==> src/hdl/rpn_pkg.sv <==
// ----------------------------------------------------------------------------
// RPN calculator package
// Shared types, opcodes, status codes and controller states.
// ----------------------------------------------------------------------------
package rpn_pkg;

    localparam int StackDepth = 16;
    localparam int PtrW       = $clog2(StackDepth);
    localparam int CountW     = $clog2(StackDepth + 1);

    localparam logic signed [63:0] QMax = 64'sd2147483647;
    localparam logic signed [63:0] QMin = -64'sd2147483648;

    typedef enum logic [3:0] {
        OP_PUSH   = 4'd0,
        OP_ADD    = 4'd1,
        OP_SUB    = 4'd2,
        OP_MUL    = 4'd3,
        OP_DIV    = 4'd4,
        OP_SQRT   = 4'd5,
        OP_DROP   = 4'd6,
        OP_CLEAR  = 4'd7,
        OP_STORE  = 4'd8,
        OP_MCLEAR = 4'd9,
        OP_RECALL = 4'd10
    } opcode_t;

    localparam logic [2:0] ST_OK      = 3'd0;
    localparam logic [2:0] ST_FULL    = 3'd1;
    localparam logic [2:0] ST_EMPTY   = 3'd2;
    localparam logic [2:0] ST_DIVZERO = 3'd3;
    localparam logic [2:0] ST_NEGROOT = 3'd4;

    typedef struct packed {
        logic [3:0]         opcode;
        logic signed [31:0] operand_value;
    } in_item_t;

    typedef struct packed {
        logic signed [31:0] top_value;
        logic               top_valid;
        logic [4:0]         stack_depth;
        logic [2:0]         status;
    } out_item_t;

    typedef enum logic [3:0] {
        S_IDLE,
        S_RDTOP,
        S_LDTOP,
        S_RDELEM,
        S_LDELEM,
        S_EXEC,
        S_WAIT,
        S_WRITE,
        S_RESP
    } ctrl_state_t;

    // Datapath operations.
    typedef enum logic [2:0] {
        DP_NONE,
        DP_LOAD_R,
        DP_START,
        DP_WRITE_R,
        DP_WRITE_IN,
        DP_WRITE_MEM
    } dp_op_t;

    typedef struct packed {
        dp_op_t          op;
        logic [PtrW-1:0] addr;
        logic [2:0]      alu_op;
        logic            mem_store;
        logic            mem_clear;
    } dp_cmd_t;

    typedef struct packed {
        logic               busy;
        logic               divzero;
        logic               negroot;
        logic signed [31:0] r;
    } dp_stat_t;

endpackage

==> src/hdl/rpn_controller.sv <==
// ----------------------------------------------------------------------------
// RPN controller
// Sequences stack reads, fold and root steps and write back, and holds the count.
// ----------------------------------------------------------------------------
module rpn_controller
    import rpn_pkg::*;
(
    input  logic                clk,
    input  logic                rst_n,
    input  logic                in_valid,
    output logic                in_ready,
    input  logic [3:0]          in_opcode,
    output logic                out_valid,
    input  logic                out_ready,
    output logic [CountW-1:0]   count,
    output logic [2:0]          status,
    output dp_cmd_t             cmd,
    input  dp_stat_t            stat
);

    ctrl_state_t       state_reg, state_next;
    logic [CountW-1:0] count_reg, count_next;
    logic [CountW-1:0] idx_reg, idx_next;
    logic [3:0]        op_reg, op_next;
    logic [2:0]        status_reg, status_next;
    logic              fold_op;
    logic              empty;

    assign empty   = (count_reg == '0);
    assign fold_op = (op_reg == OP_ADD) || (op_reg == OP_SUB) ||
                     (op_reg == OP_MUL) || (op_reg == OP_DIV);

    always_comb
    begin
        state_next  = state_reg;
        count_next  = count_reg;
        idx_next    = idx_reg;
        op_next     = op_reg;
        status_next = status_reg;
        unique case (state_reg)
            S_IDLE:
            begin
                if (in_valid)
                begin
                    op_next     = in_opcode;
                    status_next = ST_OK;
                    state_next  = S_RESP;
                    priority case (in_opcode)
                        OP_PUSH, OP_RECALL:
                        begin
                            if (count_reg >= CountW'(StackDepth))
                                status_next = ST_FULL;
                            else
                            begin
                                count_next = count_reg + 1'b1;
                            end
                        end
                        OP_ADD, OP_SUB, OP_MUL, OP_DIV, OP_SQRT, OP_STORE:
                        begin
                            if (empty)
                                status_next = ST_EMPTY;
                            else
                                state_next = S_RDTOP;
                            idx_next = count_reg - 1'b1;
                        end
                        OP_DROP:
                        begin
                            if (empty)
                                status_next = ST_EMPTY;
                            else
                                count_next = count_reg - 1'b1;
                        end
                        OP_CLEAR:
                        begin
                            count_next = '0;
                        end
                        default:
                        begin
                        end
                    endcase
                    if (count_next != '0 && status_next == ST_OK &&
                        state_next == S_RESP)
                    begin
                        idx_next = count_next - 1'b1;
                        state_next = S_RDTOP;
                    end
                end
            end
            S_RDTOP:
            begin
                state_next = S_LDTOP;
            end
            S_LDTOP:
            begin
                if (fold_op && idx_reg != '0)
                    state_next = S_RDELEM;
                else if (op_reg == OP_SQRT)
                    state_next = S_EXEC;
                else
                    state_next = S_RESP;
            end
            S_RDELEM:
            begin
                idx_next   = idx_reg - 1'b1;
                state_next = S_LDELEM;
            end
            S_LDELEM:
            begin
                state_next = S_WAIT;
            end
            S_EXEC:
            begin
                state_next = S_WAIT;
            end
            S_WAIT:
            begin
                if (!stat.busy)
                begin
                    if (fold_op && idx_reg != '0)
                        state_next = S_RDELEM;
                    else
                        state_next = S_WRITE;
                end
            end
            S_WRITE:
            begin
                if (fold_op)
                    count_next = CountW'(1);
                if (stat.divzero)
                    status_next = ST_DIVZERO;
                else if (stat.negroot)
                    status_next = ST_NEGROOT;
                state_next = S_RESP;
            end
            S_RESP:
            begin
                if (out_ready)
                    state_next = S_IDLE;
            end
            default:
            begin
                state_next = S_IDLE;
            end
        endcase
    end

    always_comb
    begin
        cmd           = '0;
        cmd.op        = DP_NONE;
        cmd.addr      = idx_reg[PtrW-1:0];
        cmd.alu_op    = op_reg[2:0];
        in_ready      = 1'b0;
        out_valid     = 1'b0;
        unique case (state_reg)
            S_IDLE:
            begin
                in_ready = 1'b1;
                cmd.addr = count_reg[PtrW-1:0];
                if (in_valid)
                begin
                    if (in_opcode == OP_PUSH && count_reg < CountW'(StackDepth))
                        cmd.op = DP_WRITE_IN;
                    else if (in_opcode == OP_RECALL && count_reg < CountW'(StackDepth))
                        cmd.op = DP_WRITE_MEM;
                    cmd.mem_clear = (in_opcode == OP_CLEAR) || (in_opcode == OP_MCLEAR);
                end
            end
            S_LDTOP:
            begin
                cmd.op        = DP_LOAD_R;
                cmd.mem_store = 1'b0;
            end
            S_RDELEM:
            begin
                cmd.addr = idx_reg[PtrW-1:0] - 1'b1;
            end
            S_LDELEM:
            begin
                cmd.op = DP_START;
            end
            S_EXEC:
            begin
                cmd.op = DP_START;
            end
            S_WRITE:
            begin
                cmd.op   = DP_WRITE_R;
                cmd.addr = fold_op ? '0 : idx_reg[PtrW-1:0];
            end
            S_RESP:
            begin
                out_valid = 1'b1;
                cmd.mem_store = 1'b0;
            end
            default:
            begin
            end
        endcase
        if (state_reg == S_RESP && op_reg == OP_STORE && status_reg == ST_OK &&
            out_ready)
            cmd.mem_store = 1'b1;
    end

    always_ff @(posedge clk or negedge rst_n)
    begin
        if (!rst_n)
        begin
            state_reg  <= S_IDLE;
            count_reg  <= '0;
            idx_reg    <= '0;
            op_reg     <= OP_PUSH;
            status_reg <= ST_OK;
        end
        else
        begin
            state_reg  <= state_next;
            count_reg  <= count_next;
            idx_reg    <= idx_next;
            op_reg     <= op_next;
            status_reg <= status_next;
        end
    end

    assign count  = count_reg;
    assign status = status_reg;

endmodule

==> config.mk <==
export PLATFORM = sky130hd
export DESIGN_NAME = rpn_controller
export DESIGN_NICKNAME = d
export VERILOG_FILES = /design/src/hdl/rpn_pkg.sv /design/src/hdl/rpn_controller.sv
export SDC_FILE = /design/constraint.sdc
export NUM_CORES = 1
export LEC_CHECK = 0
export BUFFER_PORTS_ARGS = -buffer_cell sky130_fd_sc_hd__buf_2
export CAP_MARGIN = 20
export CORE_MARGIN = 4
export CORE_UTILIZATION = 30
export CTS_BUF_LIST = sky130_fd_sc_hd__clkbuf_4
export CTS_CLUSTER_SIZE = 24
export DETAILED_ROUTE_END_ITERATION = 12
export PLACE_DENSITY = 0.48
export SLEW_MARGIN = 25
export SYNTH_ARGS = -nofsm -noshare
export SYNTH_HDL_FRONTEND = slang
export SYNTH_SLANG_ARGS = --single-unit
==> constraint.sdc <==
create_clock -name clk -period 3.7 [get_ports clk]
set_clock_uncertainty 0.2 [all_clocks]
set_input_delay 0.74 -clock clk [delete_from_list [all_inputs] [get_ports clk]]
set_output_delay 0.74 -clock clk [all_outputs]
set_load 0.02 [all_outputs]
* After elaboration in Yosys (flattened, before gate mapping) *
Cells that the tools add are included.

storage, ports and cells
  flip-flop bits (word level) = 21
  input port bits = 43
  output and inout port bits = 22
  word-level logic and storage cells = 117

operators by class
  add/subtract/negate cells = 5
  magnitude comparators = 2
  equality and inequality tests = 31
  mux-type cells = 44
  reductions and logical operators = 30

operators with widths
  cell                                              count
  2-to-1 mux 5 bit                                  9
  2-to-1 mux 4 bit                                  11
  == test 4 x 3 -> 1 bit, second input constant     10
  case mux 4 bit (8 select lines)                   1
  2-to-1 mux 3 bit                                  9
  == test 4 x 2 -> 1 bit, second input constant     6
  == test 4 bit, second input constant              6
  case mux 5 bit (2 select lines)                   2
  case mux 5 bit (3 select lines)                   1
  subtractor 5 x 1 -> 5 bit, second input constant  3
  == test 4 x 1 -> 1 bit, second input constant     3
  case mux 3 bit (4 select lines)                   1
  case mux 4 bit (3 select lines)                   1
  AND reduction 3 bit                               4
  nonzero test 5 bit                                2
  logical AND 1 bit                                 8
  zero test 4 bit                                   2
  != test 2 bit, second input constant              4
  OR reduction 7 bit                                1
  zero test 3 bit                                   2
  2-to-1 mux 1 bit                                  6
  case mux 3 bit (2 select lines)                   1
  OR reduction 6 bit                                1
  adder 5 x 1 -> 5 bit, second input constant       1
  other kinds (12)                                  17

* Depth between registers and ports, before layout *
Gate-level depths: netlist of the first run.

  depth after elaboration = 11
  mapped depth = 11
  depth with buffers taken out = 11

* Worst setup path before layout of the first run *
No wires, ideal clock.

  path type = input-to-reg
  start point = in in_opcode[3]
  end point = reg idx_reg[0]
  library setup time = 0.141 ns
  arrival = 3.200 ns
  data required time = 3.359 ns
  setup slack = 0.159 ns
  stages on the path = 10
  path buffers = 1
  path through = buf_6 xnor2_1 a21oi_1 a221oi_4 ha_1 o211ai_1 o41ai_4 mux2_2 a211oi_1 a31oi_1

on the way
  cells in the longest elaborated chain, start to end = 11
  elaborated cells on any way between the ends = 33
  classes of those cells = add/sub (1); eq/ne (11); mux (12); reduce/logical (9)

RTL lines
  item                                                                line                   source
  start: declaration                                                  rpn_controller.sv:12   input logic [3:0] in_opcode,
  branches (longest 11 deep; another with subtractor 5 x 1 -> 5 bit)  n/a
  end signal: assignment                                              rpn_controller.sv:219  idx_reg <= idx_next;
  end: declaration                                                    rpn_controller.sv:23   logic [CountW-1:0] idx_reg, idx_next;

Parallel ways; which one is timed is not known. The select of a mux whose other input is x is not followed.
A chain may end at the register's enable or synchronous reset.

* Final worst setup path of the first run *
  start point = reg count_reg[0], in the netlist count[0]
  end point = reg idx_reg[2]

on the way
  cells in the longest elaborated chain, start to end = 11
  elaborated cells on any way between the ends = 30
  classes of those cells = add/sub (3); order compare (1); eq/ne (2); mux (18); reduce/logical (6)

RTL lines
  item                                                                line                   source
  start: declaration                                                  rpn_controller.sv:22   logic [CountW-1:0] count_reg, count_next;
  start signal: assignment                                            rpn_controller.sv:218  count_reg <= count_next;
  branches (longest 11 deep; another with subtractor 5 x 1 -> 5 bit)  n/a

Parallel ways; which one is timed is not known. The select of a mux whose other input is x is not followed.

==> results of run 1 <==
## synth_stat cells (2+ instances only)
cell type	count	area (um^2)
nand2_1	29	109
o21ai_0	19	95.1
xnor2_1	6	52.6
inv_1	7	26.3
nor4b_1	3	26.3
nand4_1	2	12.5
nor2_1	20	75.1
buf_6	6	67.6
o211ai_1	2	15.0
a21bo_2	2	20.0
clkbuf_1	6	22.5
a22o_1	2	17.5
nor2b_1	4	25.0
and3_1	3	18.8
nand3_1	6	30.0
a221o_1	2	20.0
a31oi_1	6	37.5
nand2b_1	2	12.5
ha_1	4	50.1
or2_2	2	12.5
mux2i_1	3	30.0
buf_4	3	22.5
nor3_1	12	60.1
a22oi_1	2	15.0
nor4_1	3	18.8
or3_1	3	18.8
buf_2	2	10.0
a21oi_1	10	50.1
dfrtp_1	21	526
## worst register-to-register path, delay by kind of cell (launching register included)
kind	cells	cell delay, ns
compound gates	7	1.35
buf+inv	3	0.55
flops	1	0.40
fa+ha+maj	2	0.47
simple gates	1	0.43
## through the flow
step                power, uW  cell area, um^2
finish                   1750             2180
global route             1910             2180
CTS                      1770             2180
detailed placement       1640             2160
global placement         1630             2160
floorplan                1290             1880
## cell type report
type / count / area (um^2) / area share, %
Multi-Input combinational cell: 181 / 1210 / 55.3
Sequential cell: 21 / 526 / 24.1
Timing Repair Buffer: 51 / 303 / 13.9
Tap cell: 75 / 93.8 / 4.30
Inverter: 7 / 26.3 / 1.20
Clock buffer: 3 / 22.5 / 1.03
Clock inverter: 1 / 5.00 / 0.229
## routing by layer
| layer | routed length, um | up-vias | track usage (%) |
|---|---|---|---|
| met1 | 2600 | 884 | 22.1 |
| met2 | 2490 | 55 | 22.9 |
| li1 | - | 918 | - |
| met3 | 359 | 2 | 2.65 |
| met4 | 30 | 0 | 3.35 |
| met5 | 0 | - | 0 |
## kinds of logic (layout without fill, tap and decap cells)
kind of cell    count (synthesis)  after routing  share of synthesized area [%]
buf+inv                        24             62                           7.91
mux                             4              4                           2.19
simple gates                  100            100                           28.5
fa+ha+maj                       4              4                           2.66
xor+xnor                        7              7                           3.26
compound gates                 66             66                           27.6
flops                          21             21                           27.9
## power by group
part	total, uW	switching (uW)	internal (uW)
combinational	1210	697	509
sequential	424	113	311
clock	119	78.4	40.4
total	1750	888	860
## worst paths after layout
check	depth (start not counted)	slack, ns	end
setup / recovery	13	0.27	idx_reg[2]
hold / removal	1	0.17	op_reg[2]
setup reg to reg	13	0.27	idx_reg[2]
hold reg to reg	1	0.34	idx_reg[4]
max in group asynchronous	1	2.80	state_reg[2]
min in group clk	1	0.34	idx_reg[4]
==> impl_metrics.ini, run 1 <==
[status]
status = finished, final reports clean

[synth]
yosysWarningCount = 0
synth.avg_cell_area_um2 = 8.33
synth_cells = 226
synth_nets = 273
ys_seq_area_share_pct = 27.9
ys_ff_latch = 21
ys_dominant_reg_cell = dfrtp_1
synth-edff-count = 0
netlist_area_mm2 = 0.00188
synthDistinctLibCells = 63
async_flop_share_pct = 100

[detailed_routing]
vias = 1859
vias_per_cell = 5.48
wl_per_cell_um = 16.2
drc = 0
drtIter0Drc = 91
wl_mm = 5.49
ant_nets = 0
drtPass1Iterations = 4

[setup_path]
path_class = reg -> reg
worstPathArrival_ns = 3.50
path_max_fanout = 7
cpPeakStageDelay_ns = 0.43
crit_family = compound AO/OA/AOI/OAI gates
start_kind = flop
r2r-start = count[0]
crit_start = count[0]
critPathBufInv = 3
crit_chain = inv_1 -> ha_1 -> nor4b_4 -> a2111oi_0 -> a221oi_2 -> ha_1 -> o211ai_1 -> o41ai_4 -> buf_4 -> a31oi_2 -> buf_4 -> o21ai_0 -> a21bo_2
cp_slowest_cell = nor4b_4
worstSetupEndpointType = flop
cp.required_ns = 3.77

[finish]
nFillCells = 649
final_util_pct = 36.4
drive_gt1_share_pct = 28.0
antennaDiodeCount = 0
fin_cells = 339
final_common_cell = buf_2
fin_nets = 312
syn2layout_area_growth_pct = 16.0
layout_common_cells = buf_2 (32), nand2_1 (29), dfrtp_1 (21)

[sta]
whs_ns = 0.166
setup_viol_count_final = 0
fin_crit_sh_pct = 92.8
slew_headroom_pct = 60.2
slew_viol_final = 0
rsz0062_at_grt = no
period_minus_slack_ns = 3.43
setup_tns_ns = 0
max_freq_mhz = 291
finalHoldViolations = 0
setup_ws_ns = 0.268
tightest_slew_ns = 0.590

[floorplanning]
core_mm2 = 0.00599
io_pins = 65
start_util_pct = 31.4
dieArea_mm2 = 0.00760
die_width_um = 87.2
num_rows = 28
dieHeight_um = 87.2

[global_routing]
gr-usage-all-layers_pct = 15.0
antenna_found_initial = 0
grt_pass1_vias = 1747
grt_pass1_wl_mm = 9.08
grt_max_degree = 22
grt-ovfl-total = 0

[cts]
cts_setup_buffers = 0
root_buffer = clkbuf_4
cts_sinks = 21
cts_hold_buf = 0
cts_max_level = 1
cts_tree = built
clock_path_buffers = 2
numCtsBuffers = 3
clk_pin_slew_ns = 0.13
cts_resized = 0
clkLatencyLatePin_ns = 0.31

[placement]
dp_hpwl_mm = 4.21
dp.cells = 335
port_buffers = 32
dp_slack_ns = 0.104
place.gp.congestion = 0.822

[power]
power_density_mw_per_mm2 = 801
irDropWorstVdd_uv = 323
p_leak_uw = 0.000998

[hold_path]
min-delay-path-class = in -> async

[job]
max_cap_violations = 0
Power figures use the tool's default switching activity.
==> run 2, diff against run 1 <==
- CELL_PAD_IN_SITES_DETAIL_PLACEMENT: not set -> 1
- CELL_PAD_IN_SITES_GLOBAL_PLACEMENT: not set -> 1
- PLACE_DENSITY: 0.48 -> 0.64
==> impl_metrics.ini, run 2 (same netlist as run 1, synthesis figures left out) <==
[status]
status = finished, final reports clean

[detailed_routing]
wl_mm = 5.84
drtIter0Drc = 66
vias = 1868
drc = 0
ant_nets = 0
drtPass1Iterations = 4
vias_per_cell = 5.51
wl_per_cell_um = 17.2

[finish]
layout_common_cells = buf_2 (32), nand2_1 (29), dfrtp_1 (21)
antennaDiodeCount = 0
regArea_um2 = 526
postLayoutCellArea_mm2 = 0.00218
fin_nets = 312
drive_gt1_share_pct = 28.0
nFillCells = 738
syn2layout_area_growth_pct = 16.0
multi_input_area_mm2 = 0.00121
final_util_pct = 36.4
final_common_cell = buf_2

[global_routing]
grt_pass1_wl_mm = 9.80
grt_max_degree = 22
gr-usage-all-layers_pct = 16.2
grt_pass1_vias = 1947
antenna_found_initial = 0
grt-ovfl-total = 0

[setup_path]
cpPeakStageDelay_ns = 0.59
crit_top_cell = o21ai_0
crit_family = compound AO/OA/AOI/OAI gates
path_max_fanout = 13
cp_slowest_cell = dfrtp_1
critPathBufInv = 2
r2r_slack_ns = 0.34
start_kind = flop
worstSetupEndpointType = output pin
worstPathArrival_ns = 2.48
path_class = reg -> out
crit_chain = nor4_1 -> buf_4 -> or2_2 -> o21ai_0 -> o21ai_0 -> nand2_1 -> buf_2
cp.required_ns = 2.76

[placement]
dp_hpwl_mm = 4.52
place.gp.congestion = 0.829
port_buffers = 32
dpl_cell_area_mm2 = 0.00216
dp_slack_ns = 0.0954

[cts]
cts_setup_buffers = 0
clock_path_buffers = 2
clk_pin_slew_ns = 0.13
cts_sinks = 21
cts_max_level = 1
cts_resized = 0
clkLatencyLatePin_ns = 0.32
cts_hold_buf = 0
root_buffer = clkbuf_4
numCtsBuffers = 3
cts_tree = built

[sta]
fin_crit_sh_pct = 92.4
finalHoldViolations = 0
setup_ws_ns = 0.281
max_freq_mhz = 293
rsz0062_at_grt = no
tightest_slew_ns = 0.668
slew_viol_final = 0
period_minus_slack_ns = 3.42
setup_viol_count_final = 0
slew_headroom_pct = 55.0
setup_tns_ns = 0

[hold_path]
min-delay-path-class = in -> async

[floorplanning]
core_mm2 = 0.00599
dieHeight_um = 87.2
dieArea_mm2 = 0.00760
start_util_pct = 31.4
die_width_um = 87.2
num_rows = 28
io_pins = 65

[power]
power_density_mw_per_mm2 = 808
p_leak_uw = 0.00100
finalPower_uw = 1760
irDropWorstVdd_uv = 464

[job]
max_cap_violations = 0
## run 2: cell counts in the layout (fill, tap and decap cells not counted)
No cell type changed its count.
## run 2: report_power, final
group	leakage, uW	switching, uW	internal, uW
Combinational	0.000711	696	509
Sequential	0.000271	126	311
Clock	0.0000177	80.4	40.6
Total	0.00100	902	861
## run 2: path summary, 6_finish.rpt
kind,startpoint,to,cells after the start
max,state_reg[1],cmd[7],7
min,rst_n,idx_reg[1],1
max reg2reg,count[0],idx_reg[2],12
min reg2reg,idx_reg[4],idx_reg[4],1
max in group asynchronous,rst_n,op_reg[3],1
min in group clk,idx_reg[4],idx_reg[4],1
## run 2: metal layers
layer  wire length [um]  track usage [%]
met1               2890             22.4
met2               2700             27.0
met3                212             2.46
met4                 32             2.93
met5                  0                0
## run 2: per-stage QoR
stage / hold slack [ns] / cells
2_1_floorplan: 0.244 / 226
3_3_place_gp: 0.296 / 335
3_5_place_dp: 0.302 / 335
4_1_cts: 0.179 / 339
5_1_grt: 0.194 / 339
6_report: 0.166 / 339
## run 2: area by class of cell
type	instances	share of cell area (%)
repair buffers	51	13.9
multi-input cells	181	55.3
flip-flops and latches	21	24.1
clock buffers	3	1.03
inverters	7	1.20
clock inverters	1	0.229
well taps	75	4.30
==> run 3, diff against run 2 <==
- ABC_AREA: not set -> 1
- PLACE_DENSITY: 0.64 -> 0.68
==> impl_metrics.ini, run 3 <==
[placement]
dp.cells = 399
dp_hpwl_mm = 4.69
port_buffers = 32
place.gp.congestion = 0.805
dpl_cell_area_mm2 = 0.00213

[synth]
synth_commonest_cells = nand2_1 (76), inv_1 (43), nor2_1 (33)
post-synth-top-count-cell = nand2_1
synthDistinctLibCells = 31
async_flop_share_pct = 100
synth_cells = 296
ys_dominant_reg_cell = dfrtp_1
netlist_area_mm2 = 0.00190
ys_ff_latch = 21
yosysWarningCount = 0
synth_top_area_share_pct = 27.6
synth_nets = 343
ys_seq_area_share_pct = 27.6
synth-edff-count = 0
synth.top_cells.by_area = dfrtp_1 (28%), nand2_1 (15%), inv_1 (8.5%)
synth.largest_area_cell = dfrtp_1
synth.avg_cell_area_um2 = 6.42

[sta]
setup_tns_ns = 0
slew_headroom_pct = 64.3
fin_crit_sh_pct = 85.4
tightest_slew_ns = 0.535
setup_viol_count_final = 0
finalHoldViolations = 0
rsz0062_at_grt = no
max_freq_mhz = 316
slew_viol_final = 0
period_minus_slack_ns = 3.16

[detailed_routing]
vias_per_cell = 5.01
wl_met3_um = 261
wl_per_cell_um = 14.2
route.met2.wl_mm = 2.80
drtIter0Drc = 45
wl_mm = 5.74
vias = 2021
m1WireLength_mm = 2.65
dr.max_layer_used = met4
ant_nets = 0
drtPass1Iterations = 4
drc = 0

[finish]
drive_gt1_share_pct = 22.0
fin_cells = 403
syn2layout_area_growth_pct = 13.4
fin_nets = 376
postLayoutCellArea_mm2 = 0.00216
layout_common_cells = nand2_1 (76), inv_1 (43), nor2_1 (33)
final_util_pct = 35.8
final_common_cell = nand2_1
antennaDiodeCount = 0

[cts]
root_buffer = clkbuf_4
cts_resized = 0
cts_hold_buf = 0
cts_tree = built
clkLatencyLatePin_ns = 0.32
cts_setup_buffers = 0
clk_pin_slew_ns = 0.14
cts_max_level = 1
clock_path_buffers = 2
numCtsBuffers = 3
cts_sinks = 21

[status]
status = finished, final reports clean

[power]
finalPower_uw = 1830
power_density_mw_per_mm2 = 849
irDropWorstVdd_uv = 370
p_leak_uw = 0.00114

[floorplanning]
num_rows = 28
core_mm2 = 0.00603
dieArea_mm2 = 0.00767
dieHeight_um = 87.6
die_width_um = 87.6
start_util_pct = 31.5
io_pins = 65

[global_routing]
grt_pass1_vias = 2073
grt_pass1_wl_mm = 9.83
gr-usage-all-layers_pct = 15.9
grt_max_degree = 22
antenna_found_initial = 0
grt-ovfl-total = 0

[job]
max_cap_violations = 0

[setup_path]
worstPathArrival_ns = 2.22
path_max_fanout = 12
start_kind = flop
worstSetupEndpointType = output pin
cp.required_ns = 2.76
path_class = reg -> out

[hold_path]
min-delay-path-class = in -> async
run 3: cells by family (layout without fill, tap and decap cells):
logic type                 count (synthesis)  in the layout  share of synthesized area (%)
buffers and inverters                     55             87                           11.7
DFF                                       21             21                           27.6
AOI/OAI and AO/OA                         41             41                           12.8
and+or+nand+nor                          174            174                           44.4
xor gates and xnor gates                   1              1                          0.856
adders and majority gates                  4              4                           2.63
run 3: layout make-up:
cell class / instances / area [um^2]
Clock inverter: 1 / 5.00
Tap cell: 75 / 93.8
Multi-Input combinational cell: 220 / 1150
Fill cell: 819 / 3870
Sequential cell: 21 / 526
Inverter: 50 / 188
Clock buffer: 3 / 22.5
Timing Repair Buffer: 33 / 168
run 3: critical path, cell delays in order, from the launching register on:
cell,delay (ns)
dfrtp_1,0.42
nor2_1,0.20
nand2_1,0.14
nor2_4,0.19
nand2_1,0.30
o311ai_0,0.43
buf_2,0.24
run 3: metal layers:
metal,global-route usage (%),vias to the layer above
met5,0,-
met4,1.95,0
met3,2.35,2
met2,27.7,32
met1,21.4,966
li1,-,1021
run 3: worst paths after layout:
path	startpoint	end	slack, ns	cells past startpoint
max in group asynchronous	rst_n	state_reg[0]	2.77	1
hold / removal	rst_n	count[3]	0.18	1
min in group clk	idx_reg[0]	idx_reg[0]	0.30	2
hold reg to reg	idx_reg[0]	idx_reg[0]	0.30	2
setup reg to reg	count[1]	idx_reg[3]	0.76	15
setup / recovery	state_reg[2]	cmd[9]	0.54	6
run 3: through the flow:
stage | hold WS (ns) | worst slack [ns]
6_report | 0.178 | 0.540
3_3_place_gp | 0.265 | 0.702
5_1_grt | 0.193 | 0.323
2_1_floorplan | 0.244 | 0.895
3_5_place_dp | 0.274 | 0.636
4_1_cts | 0.176 | 0.464
run 3: power breakdown:
| part | leakage, uW | internal [uW] | switching (uW) |
|---|---|---|---|
| registers | 0.000270 | 319 | 99.8 |
| clock network | 0.0000177 | 40.5 | 83.2 |
| logic | 0.000856 | 424 | 865 |
